===== src/rpit_pkg.sv =====
// ----------------------------------------------------------------------------
// RTC/PIT package
// Item types, command codes, register offsets and small helper functions.
// ----------------------------------------------------------------------------
package rpit_pkg;

  localparam int unsigned SYNC_BUSY_TICKS_DEF = 64;
  localparam int unsigned BUSY_W              = 7;
  localparam int unsigned PRESC_W             = 11;
  localparam int unsigned PIT_CNT_W           = 17;
  localparam logic [3:0]  PRESC_MAX_EXP       = 4'd10;

  typedef enum logic [1:0] {
    CMD_READ  = 2'd0,
    CMD_WRITE = 2'd1,
    CMD_TICK  = 2'd2,
    CMD_ACK   = 2'd3
  } rpit_cmd_e;

  localparam logic [1:0] ACK_NONE = 2'd0;
  localparam logic [1:0] ACK_RTC  = 2'd1;
  localparam logic [1:0] ACK_PIT  = 2'd2;

  localparam logic [4:0] ADDR_CTRLA       = 5'd0;
  localparam logic [4:0] ADDR_STATUS      = 5'd1;
  localparam logic [4:0] ADDR_INTCTRL     = 5'd2;
  localparam logic [4:0] ADDR_INTFLAGS    = 5'd3;
  localparam logic [4:0] ADDR_TEMP        = 5'd4;
  localparam logic [4:0] ADDR_CNTL        = 5'd8;
  localparam logic [4:0] ADDR_CNTH        = 5'd9;
  localparam logic [4:0] ADDR_PERL        = 5'd10;
  localparam logic [4:0] ADDR_PERH        = 5'd11;
  localparam logic [4:0] ADDR_CMPL        = 5'd12;
  localparam logic [4:0] ADDR_CMPH        = 5'd13;
  localparam logic [4:0] ADDR_PITCTRLA    = 5'd16;
  localparam logic [4:0] ADDR_PITSTATUS   = 5'd17;
  localparam logic [4:0] ADDR_PITINTCTRL  = 5'd18;
  localparam logic [4:0] ADDR_PITINTFLAGS = 5'd19;

  // Status busy bits.
  localparam logic [7:0] BUSY_CTRLA = 8'h01;
  localparam logic [7:0] BUSY_PER   = 8'h02;
  localparam logic [7:0] BUSY_CMP   = 8'h08;
  localparam logic [7:0] BUSY_CNT   = 8'h10;

  localparam logic [15:0] PER_RESET = 16'hFFFF;

  typedef struct packed {
    rpit_cmd_e  command;
    logic [4:0] address;
    logic [7:0] write_data;
  } rpit_in_t;

  typedef struct packed {
    logic [7:0] read_data;
    logic       overflow_event;
    logic       compare_event;
    logic       rtc_irq_pending;
    logic       pit_irq_pending;
    logic [1:0] ack_vector;
  } rpit_out_t;

  // What one timer unit reports for the item it has just processed.
  typedef struct packed {
    logic [7:0] read_data;
    logic       overflow_event;
    logic       compare_event;
    logic       irq_pending;
    logic       taken;
  } rpit_unit_res_t;

  // RTC prescaler divider: 2^min(p, 10).
  function automatic logic [PRESC_W-1:0] presc_div(input logic [3:0] p);
    logic [3:0] e;
    e = (p > PRESC_MAX_EXP) ? PRESC_MAX_EXP : p;
    return PRESC_W'(1) << e;
  endfunction

  // PIT period: 4 for p = 0, otherwise 2^(p+1).
  function automatic logic [PIT_CNT_W-1:0] pit_period(input logic [3:0] p);
    logic [4:0] e;
    e = {1'b0, p} + 5'd1;
    return (p == 4'd0) ? PIT_CNT_W'(4) : (PIT_CNT_W'(1) << e);
  endfunction

endpackage


===== src/rtc_with_periodic_interrupt_timer_core.sv =====
// ----------------------------------------------------------------------------
// RTC with periodic interrupt timer - core
// Byte-wide register block with a real-time counter and a periodic timer,
// driven one item at a time by reads, writes, clock ticks and acknowledges.
// ----------------------------------------------------------------------------
//
//   Channel | Direction | Handshake              | Payload
//   --------+-----------+------------------------+-----------------------
//   in      | input     | in_valid_i / in_stall_o | in_data_i  (rpit_in_t)
//   out     | output    | out_valid_o / out_stall_i | out_data_o (rpit_out_t)
//
// One item is accepted every clock cycle while the output side keeps up.
// An item passes through the input register and then the result register;
// the state update and result are formed between the two.
// The reset is asynchronous and active low; it clears the valid bits and
// all timer state, with the period register returning to 0xFFFF.
// A stall on the output holds the result register; the input then stalls
// in the same cycle once its register is occupied, so no item is lost.
//
module rtc_with_periodic_interrupt_timer_core
  import rpit_pkg::*;
#(
  parameter int unsigned SYNC_BUSY_TICKS = SYNC_BUSY_TICKS_DEF
) (
  input  logic      clk_i,
  input  logic      rst_ni,
  input  logic      in_valid_i,
  output logic      in_stall_o,
  input  rpit_in_t  in_data_i,
  output logic      out_valid_o,
  input  logic      out_stall_i,
  output rpit_out_t out_data_o
);

  // Input register: holds the item being worked on this cycle.
  logic      in_valid_q, in_valid_d;
  rpit_in_t  in_item_q;

  // Result register: holds a finished result until the sink takes it.
  logic      out_valid_q, out_valid_d;
  rpit_out_t out_item_q, out_item_d;

  logic in_accept;
  logic out_ready;
  logic advance;

  rpit_unit_res_t rtc_res;
  rpit_unit_res_t pit_res;

  // The result register can take a new result when it is empty or when its
  // current result leaves in this cycle.
  assign out_ready  = !out_valid_q || !out_stall_i;
  assign advance    = in_valid_q && out_ready;
  assign in_stall_o = in_valid_q && !out_ready;
  assign in_accept  = in_valid_i && !in_stall_o;

  // Both units see the same item; each updates its own registers only when
  // the item actually moves into the result register.
  rpit_rtc #(
    .SYNC_BUSY_TICKS(SYNC_BUSY_TICKS)
  ) u_rtc (
    .clk_i  (clk_i),
    .rst_ni (rst_ni),
    .step_i (advance),
    .item_i (in_item_q),
    .res_o  (rtc_res)
  );

  // The RTC vector has priority on an acknowledge, so the PIT is told when
  // the RTC has already taken it.
  rpit_pit #(
    .SYNC_BUSY_TICKS(SYNC_BUSY_TICKS)
  ) u_pit (
    .clk_i       (clk_i),
    .rst_ni      (rst_ni),
    .step_i      (advance),
    .item_i      (in_item_q),
    .rtc_taken_i (rtc_res.taken),
    .res_o       (pit_res)
  );

  always_comb begin
    out_item_d.read_data       = rtc_res.read_data | pit_res.read_data;
    out_item_d.overflow_event  = rtc_res.overflow_event;
    out_item_d.compare_event   = rtc_res.compare_event;
    out_item_d.rtc_irq_pending = rtc_res.irq_pending;
    out_item_d.pit_irq_pending = pit_res.irq_pending;
    if (rtc_res.taken) begin
      out_item_d.ack_vector = ACK_RTC;
    end else if (pit_res.taken) begin
      out_item_d.ack_vector = ACK_PIT;
    end else begin
      out_item_d.ack_vector = ACK_NONE;
    end
  end

  always_comb begin
    in_valid_d = in_valid_q;
    if (in_accept) begin
      in_valid_d = 1'b1;
    end else if (advance) begin
      in_valid_d = 1'b0;
    end
    out_valid_d = out_valid_q;
    if (advance) begin
      out_valid_d = 1'b1;
    end else if (out_valid_q && !out_stall_i) begin
      out_valid_d = 1'b0;
    end
  end

  always_ff @(posedge clk_i or negedge rst_ni) begin
    if (!rst_ni) begin
      in_valid_q  <= 1'b0;
      out_valid_q <= 1'b0;
    end else begin
      in_valid_q  <= in_valid_d;
      out_valid_q <= out_valid_d;
    end
  end

  // Payload registers carry no reset; their valid bits guard them.
  always_ff @(posedge clk_i) begin
    if (in_accept) begin
      in_item_q <= in_data_i;
    end
    if (advance) begin
      out_item_q <= out_item_d;
    end
  end

  assign out_valid_o = out_valid_q;
  assign out_data_o  = out_item_q;

endmodule


===== src/rpit_rtc.sv =====
// ----------------------------------------------------------------------------
// RTC unit
// Real-time counter registers, prescaler, busy count and interrupt flags.
// ----------------------------------------------------------------------------
module rpit_rtc
  import rpit_pkg::*;
#(
  parameter int unsigned SYNC_BUSY_TICKS = SYNC_BUSY_TICKS_DEF
) (
  input  logic           clk_i,
  input  logic           rst_ni,
  input  logic           step_i,
  input  rpit_in_t       item_i,
  output rpit_unit_res_t res_o
);

  logic [7:0]         ctrla_q, ctrla_d;
  logic [7:0]         status_q, status_d;
  logic [7:0]         intctrl_q, intctrl_d;
  logic [1:0]         flags_q, flags_d;
  logic [7:0]         temp_q, temp_d;
  logic [15:0]        cnt_q, cnt_d;
  logic [15:0]        per_q, per_d;
  logic [15:0]        cmp_q, cmp_d;
  logic [PRESC_W-1:0] presc_q, presc_d;
  logic [BUSY_W-1:0]  busy_q, busy_d;

  logic [PRESC_W-1:0] presc_inc;
  logic [15:0]        cnt_next;
  logic [15:0]        joined;

  assign presc_inc = presc_q + PRESC_W'(1);
  assign joined    = {temp_q, item_i.write_data};
  assign cnt_next  = (cnt_q == per_q) ? 16'd0 : cnt_q + 16'd1;

  always_comb begin
    ctrla_d   = ctrla_q;
    status_d  = status_q;
    intctrl_d = intctrl_q;
    flags_d   = flags_q;
    temp_d    = temp_q;
    cnt_d     = cnt_q;
    per_d     = per_q;
    cmp_d     = cmp_q;
    presc_d   = presc_q;
    busy_d    = busy_q;
    res_o     = '0;

    case (item_i.command)
      CMD_READ: begin
        case (item_i.address)
          ADDR_CTRLA:    res_o.read_data = ctrla_q;
          ADDR_STATUS:   res_o.read_data = status_q;
          ADDR_INTCTRL:  res_o.read_data = intctrl_q;
          ADDR_INTFLAGS: res_o.read_data = {6'd0, flags_q};
          ADDR_TEMP, ADDR_CNTH, ADDR_PERH, ADDR_CMPH: res_o.read_data = temp_q;
          ADDR_CNTL: begin
            res_o.read_data = cnt_q[7:0];
            temp_d          = cnt_q[15:8];
          end
          ADDR_PERL: begin
            res_o.read_data = per_q[7:0];
            temp_d          = per_q[15:8];
          end
          ADDR_CMPL: begin
            res_o.read_data = cmp_q[7:0];
            temp_d          = cmp_q[15:8];
          end
          default: res_o.read_data = 8'd0;
        endcase
      end
      CMD_WRITE: begin
        case (item_i.address)
          ADDR_CTRLA: begin
            ctrla_d  = item_i.write_data;
            status_d = status_q | BUSY_CTRLA;
            busy_d   = BUSY_W'(SYNC_BUSY_TICKS);
          end
          ADDR_INTCTRL:  intctrl_d = item_i.write_data;
          ADDR_INTFLAGS: flags_d   = flags_q & ~item_i.write_data[1:0];
          ADDR_TEMP, ADDR_CNTH, ADDR_PERH, ADDR_CMPH: temp_d = item_i.write_data;
          ADDR_CNTL: begin
            cnt_d    = joined;
            status_d = status_q | BUSY_CNT;
            busy_d   = BUSY_W'(SYNC_BUSY_TICKS);
          end
          ADDR_PERL: begin
            per_d    = joined;
            status_d = status_q | BUSY_PER;
            busy_d   = BUSY_W'(SYNC_BUSY_TICKS);
          end
          ADDR_CMPL: begin
            cmp_d    = joined;
            status_d = status_q | BUSY_CMP;
            busy_d   = BUSY_W'(SYNC_BUSY_TICKS);
          end
          default: ;
        endcase
      end
      CMD_TICK: begin
        if (busy_q != '0) begin
          if (busy_q == BUSY_W'(1)) begin
            busy_d   = '0;
            status_d = 8'd0;
          end else begin
            busy_d = busy_q - BUSY_W'(1);
          end
        end
        if (ctrla_q[0]) begin
          if (presc_inc >= presc_div(ctrla_q[6:3])) begin
            presc_d = '0;
            cnt_d   = cnt_next;
            if (cnt_q == per_q) begin
              flags_d[0]           = 1'b1;
              res_o.overflow_event = 1'b1;
            end
            if (cnt_next == cmp_q) begin
              flags_d[1]          = 1'b1;
              res_o.compare_event = 1'b1;
            end
          end else begin
            presc_d = presc_inc;
          end
        end
      end
      CMD_ACK: begin
        if ((flags_q & intctrl_q[1:0]) != 2'd0) begin
          flags_d     = 2'd0;
          res_o.taken = 1'b1;
        end
      end
      default: ;
    endcase

    res_o.irq_pending = (flags_d & intctrl_d[1:0]) != 2'd0;
  end

  always_ff @(posedge clk_i or negedge rst_ni) begin
    if (!rst_ni) begin
      ctrla_q   <= 8'd0;
      status_q  <= 8'd0;
      intctrl_q <= 8'd0;
      flags_q   <= 2'd0;
      temp_q    <= 8'd0;
      cnt_q     <= 16'd0;
      per_q     <= PER_RESET;
      cmp_q     <= 16'd0;
      presc_q   <= '0;
      busy_q    <= '0;
    end else if (step_i) begin
      ctrla_q   <= ctrla_d;
      status_q  <= status_d;
      intctrl_q <= intctrl_d;
      flags_q   <= flags_d;
      temp_q    <= temp_d;
      cnt_q     <= cnt_d;
      per_q     <= per_d;
      cmp_q     <= cmp_d;
      presc_q   <= presc_d;
      busy_q    <= busy_d;
    end
  end

endmodule


===== src/rpit_pit.sv =====
// ----------------------------------------------------------------------------
// PIT unit
// Periodic interrupt timer registers, period counter and busy count.
// ----------------------------------------------------------------------------
module rpit_pit
  import rpit_pkg::*;
#(
  parameter int unsigned SYNC_BUSY_TICKS = SYNC_BUSY_TICKS_DEF
) (
  input  logic           clk_i,
  input  logic           rst_ni,
  input  logic           step_i,
  input  rpit_in_t       item_i,
  input  logic           rtc_taken_i,
  output rpit_unit_res_t res_o
);

  logic [7:0]           ctrl_q, ctrl_d;
  logic                 stat_q, stat_d;
  logic [7:0]           inten_q, inten_d;
  logic                 flag_q, flag_d;
  logic [PIT_CNT_W-1:0] cnt_q, cnt_d;
  logic [BUSY_W-1:0]    busy_q, busy_d;

  logic [PIT_CNT_W-1:0] cnt_inc;

  assign cnt_inc = cnt_q + PIT_CNT_W'(1);

  always_comb begin
    ctrl_d  = ctrl_q;
    stat_d  = stat_q;
    inten_d = inten_q;
    flag_d  = flag_q;
    cnt_d   = cnt_q;
    busy_d  = busy_q;
    res_o   = '0;

    case (item_i.command)
      CMD_READ: begin
        case (item_i.address)
          ADDR_PITCTRLA:    res_o.read_data = ctrl_q;
          ADDR_PITSTATUS:   res_o.read_data = {7'd0, stat_q};
          ADDR_PITINTCTRL:  res_o.read_data = inten_q;
          ADDR_PITINTFLAGS: res_o.read_data = {7'd0, flag_q};
          default:          res_o.read_data = 8'd0;
        endcase
      end
      CMD_WRITE: begin
        case (item_i.address)
          ADDR_PITCTRLA: begin
            ctrl_d = item_i.write_data;
            stat_d = 1'b1;
            busy_d = BUSY_W'(SYNC_BUSY_TICKS);
          end
          ADDR_PITINTCTRL:  inten_d = item_i.write_data;
          ADDR_PITINTFLAGS: flag_d  = flag_q & ~item_i.write_data[0];
          default: ;
        endcase
      end
      CMD_TICK: begin
        if (busy_q != '0) begin
          if (busy_q == BUSY_W'(1)) begin
            busy_d = '0;
            stat_d = 1'b0;
          end else begin
            busy_d = busy_q - BUSY_W'(1);
          end
        end
        if (ctrl_q[0]) begin
          if (cnt_inc >= pit_period(ctrl_q[6:3])) begin
            cnt_d  = '0;
            flag_d = 1'b1;
          end else begin
            cnt_d = cnt_inc;
          end
        end
      end
      CMD_ACK: begin
        if (!rtc_taken_i && flag_q && inten_q[0]) begin
          flag_d      = 1'b0;
          res_o.taken = 1'b1;
        end
      end
      default: ;
    endcase

    res_o.irq_pending = flag_d & inten_d[0];
  end

  always_ff @(posedge clk_i or negedge rst_ni) begin
    if (!rst_ni) begin
      ctrl_q  <= 8'd0;
      stat_q  <= 1'b0;
      inten_q <= 8'd0;
      flag_q  <= 1'b0;
      cnt_q   <= '0;
      busy_q  <= '0;
    end else if (step_i) begin
      ctrl_q  <= ctrl_d;
      stat_q  <= stat_d;
      inten_q <= inten_d;
      flag_q  <= flag_d;
      cnt_q   <= cnt_d;
      busy_q  <= busy_d;
    end
  end

endmodule


===== config.mk =====
export PLATFORM = sky130hd
export DESIGN_NAME = rtc_with_periodic_interrupt_timer_core
export DESIGN_NICKNAME = d
export VERILOG_FILES = /design/src/rpit_pkg.sv /design/src/rtc_with_periodic_interrupt_timer_core.sv /design/src/rpit_rtc.sv /design/src/rpit_pit.sv
export SDC_FILE = /design/constraint.sdc
export NUM_CORES = 1
export LEC_CHECK = 0
export BUFFER_PORTS_ARGS = -buffer_cell sky130_fd_sc_hd__clkbuf_2
export CORE_MARGIN = 2
export CORE_UTILIZATION = 63
export DETAILED_ROUTE_END_ITERATION = 12
export GPL_TIMING_DRIVEN = 0
export PLACE_DENSITY = 0.81
export SLEW_MARGIN = 20
export SYNTH_ARGS = -nofsm -noshare
export SYNTH_HDL_FRONTEND = slang
export SYNTH_SLANG_ARGS = --single-unit

===== constraint.sdc =====
create_clock -name clk_i -period 4.1 [get_ports clk_i]
set_input_delay 1.025 -clock clk_i [delete_from_list [all_inputs] [get_ports clk_i]]
set_output_delay 1.025 -clock clk_i [all_outputs]
set_load 0.05 [all_outputs]

==> metrics.txt <==
Post-Synth XOR/XNOR Area=5.84%; Final setup viols=0; Overflow after GRT=0; Placed Area=10600 um2; total die area=17100 um2; Multi-input gate area=5330 um2; area growth from synthesis to layout=10.9%; Period minus WS final=3850 ps; global-route wire length before repair=roughly 43000 um; maximum fanout along the worst path=10; #FFs+latches synth=169; Yosys top cell area share=30.6%; synth unique cells=79; Startpoint Class=register; final WL=27500 um; Core Rows=46; share of post-route cells with drive strength above 1=between 10 and 15%; Synth area leader=dfrtp_1; drt initial violations=1074; maxcap violations=0; post-CTS setup buffer count=0; top achievable clock speed=0.260 GHz; Max Slew Vio Count=0; non-filler cells in the finished layout=1362; simple-gate share of the synthesized area=about a fifth; CTS tree=built; endpoints failing hold=0; main combinational cell family by area after synthesis=simple AND/OR/NAND/NOR gates; Synth area leaders=dfrtp_1 31%, edfxtp_1 8.6%, o21ai_0 6.1%; Yosys warning count=0; clk buf depth=2; Placed Cells=roughly 1300; die width=131 um; commonest cells in the netlist=149 x nand2_1, 124 x dfrtp_1, 124 x o21ai_0, 65 x nor2_1, 50 x mux2_2; # IOs=35; Chip Height=131 um; hold buffers post-CTS=0; largest net degree at the start of global routing=82; Max-slew headroom=39.6%; actual slew at the worst max-slew pin=899 ps; synthesized area=10100 um2; htree depth=4; RSZ-0062 raised after global routing=no; most common cell in the netlist=nand2_1; post-synthesis sequential area ratio=roughly 43%; antenna violations before repair=0; vias after detailed routing=8753; Req. time, crit path=4450 ps; post-synthesis compound-gate area fraction=15.3%; total CTS buffers=17; Worst Skew=10.7 ps; Antenna Cells=0; asr flop ratio synth=between 80% and 90%; Worst Path Arrival=4210 ps; Power Dens Cells=481 nW/um2; vias per cell=6.43; worst skew pair latency=450 ps; Leakage Power=roughly 4.8 nW; HPWL after DPL=around 19000 um; Synth Net Count=1137; Root Buffer=clkbuf_16; Crit. End Element=register; Main synth FF type=dfrtp_1; Layout Nets=approximately 1200; Post-synth EDFFs=29; status=finished clean; hold crit path type=register to register; drt first pass iters=7; Setup TNS=0 ps; Fill cells=1188; CP Class=register to register; Util after Layout=71.0%; Clk pin slew, worst setup/hold paths=70 ps; post-route cell area=about 11000 um2; Worst VDD drop=about 0.37 mV; core area=between 15000 and 20000 um2; Gate Count Post-Synth=roughly 1100; post-route ant nets=0; Synth Area in Adders=4.82%; FF/Latch Area=4390 um2; Starting Density=around 64%; routability cong.=0.971; GRT Overall Usage=33.3%; slack of the worst reg-to-reg path=~250 ps; syn_area_per_cell=9.39 um2; # port buffers=34; vias in the first global route=8124; Residual DRC=0; CTS sink cnt=169; WL/cell=20.2 um; crit share post-route=94.0%; mux contribution to synthesized area=7.48%
routing by layer:
metal	up-vias	track usage, %	part of all wire (%)
li1	3970	-	-
met1	4207	44.5	41
met2	475	52.1	46
met3	101	7.70	9.1
met4	0	15.1	4.1
met5	-	0	0
report_power, final:
group / total, W / internal (W) / leakage [nW] / switching (W)
Combinational: 0.00143 / 0.000574 / 2.38 / 0.000861
Clock: 0.00173 / 0.00103 / 0.311 / 0.000699
Sequential: 0.00224 / 0.00196 / 2.11 / 0.000275
Total: 0.00540 / 0.00357 / 4.80 / 0.00183
final timing paths:
| kind | startpoint | endpoint | cells past startpoint |
|---|---|---|---|
| worst max-delay path | u_rtc.presc_q[0] | u_rtc.cnt_q[12] | 13 |
| max in group asynchronous | rst_ni | u_rtc.per_q[14] | 2 |
| worst max register to register | u_rtc.presc_q[0] | u_rtc.cnt_q[12] | 13 |
| worst min register to register | u_rtc.intctrl_q[2] | u_rtc.intctrl_q[2] | 2 |
| worst min-delay path | u_rtc.intctrl_q[2] | u_rtc.intctrl_q[2] | 2 |
| min in group asynchronous | rst_ni | u_pit.busy_q[0] | 1 |
stage by stage:
step / setup slack [ps] / hold WS, ps / power (W)
finish: 248 / 487 / 0.00540
global route: 70.1 / 505 / 0.00562
CTS: 130 / 485 / 0.00535
detailed placement: 185 / 471 / 0.00363
global placement: -332 / 464 / 0.00358
floorplan: 1060 / 445 / 0.00321
final cells by class:
cell class,count,share of cell area (%)
buffer,64,2.54
clock buffer,19,3.94
clock inverter,13,1.57
inverter,34,1.14
multi-input combinational,812,47.4
sequential,169,39.1
tap,216,2.41
timing repair buffer,35,1.84
registers in the layout (all words and copies together), names as in the netlist, 8 cells and up:
| register | cells |
|---|---|
| u_rtc.ctrla_q | 8 |
| u_rtc.cmp_q | 16 |
| u_rtc.per_q | 16 |
| u_rtc.presc_q | 11 |
| u_rtc.intctrl_q | 8 |
| u_rtc.cnt_q | 16 |
| u_pit.ctrl_q | 8 |
| in_item_q | 15 |
| u_pit.cnt_q | 17 |
| u_rtc.temp_q | 8 |
| out_data_o | 14 |
| u_pit.inten_q | 8 |
placed cells by master, fill, tap and decap left out, drive strengths merged, types with 4 or more instances in the layout:
master / n
mux2i: 15
nor3: 23
a221oi: 11
mux2: 50
a21oi: 41
clkbuf: 97
nand4: 17
nor2b: 13
nand2b: 15
or3: 15
a21o: 9
buf: 21
dfstp: 16
inv: 34
nand2: 149
a22o: 9
nor4: 16
and4: 4
o21ai: 124
xnor2: 43
a22oi: 5
nor2: 66
bufinv: 4
clkinv: 9
ha: 39
edfxtp: 29
a31oi: 9
a211oi: 9
dfrtp: 124
xor2: 16
o31ai: 12
nand3: 39
and3: 12
critical path, cell delays in order, from the launching register on:
cell and delay (ps):
dfrtp_1 430, ha_1 270, nand3_1 140, nor2_1 270
and3_1 250, nand3_1 100, xnor2_1 170, ha_1 240
or3_1 340, o211a_1 260, o2111ai_1 490, clkbuf_1 490
o21ai_0 180, o21ai_0 120
kinds of logic after synthesis:
kind of cell	count (synthesis)
flip-flops	169
multiplexers	67
AND/OR/NAND/NOR	387
adder cells (fa/ha/maj)	39
XOR/XNOR	62
other	2
AO/OA/AOI/OAI	255
buffers and inverters	98
timing repair:
action / 4_1_cts / 5_1_grt
endpoints found under the setup margin: 0 / 14
gates resized for setup: 0 / 1
hold endpoints to repair: 0 / 0
No activity file was read; power rests on OpenSTA's default activity.
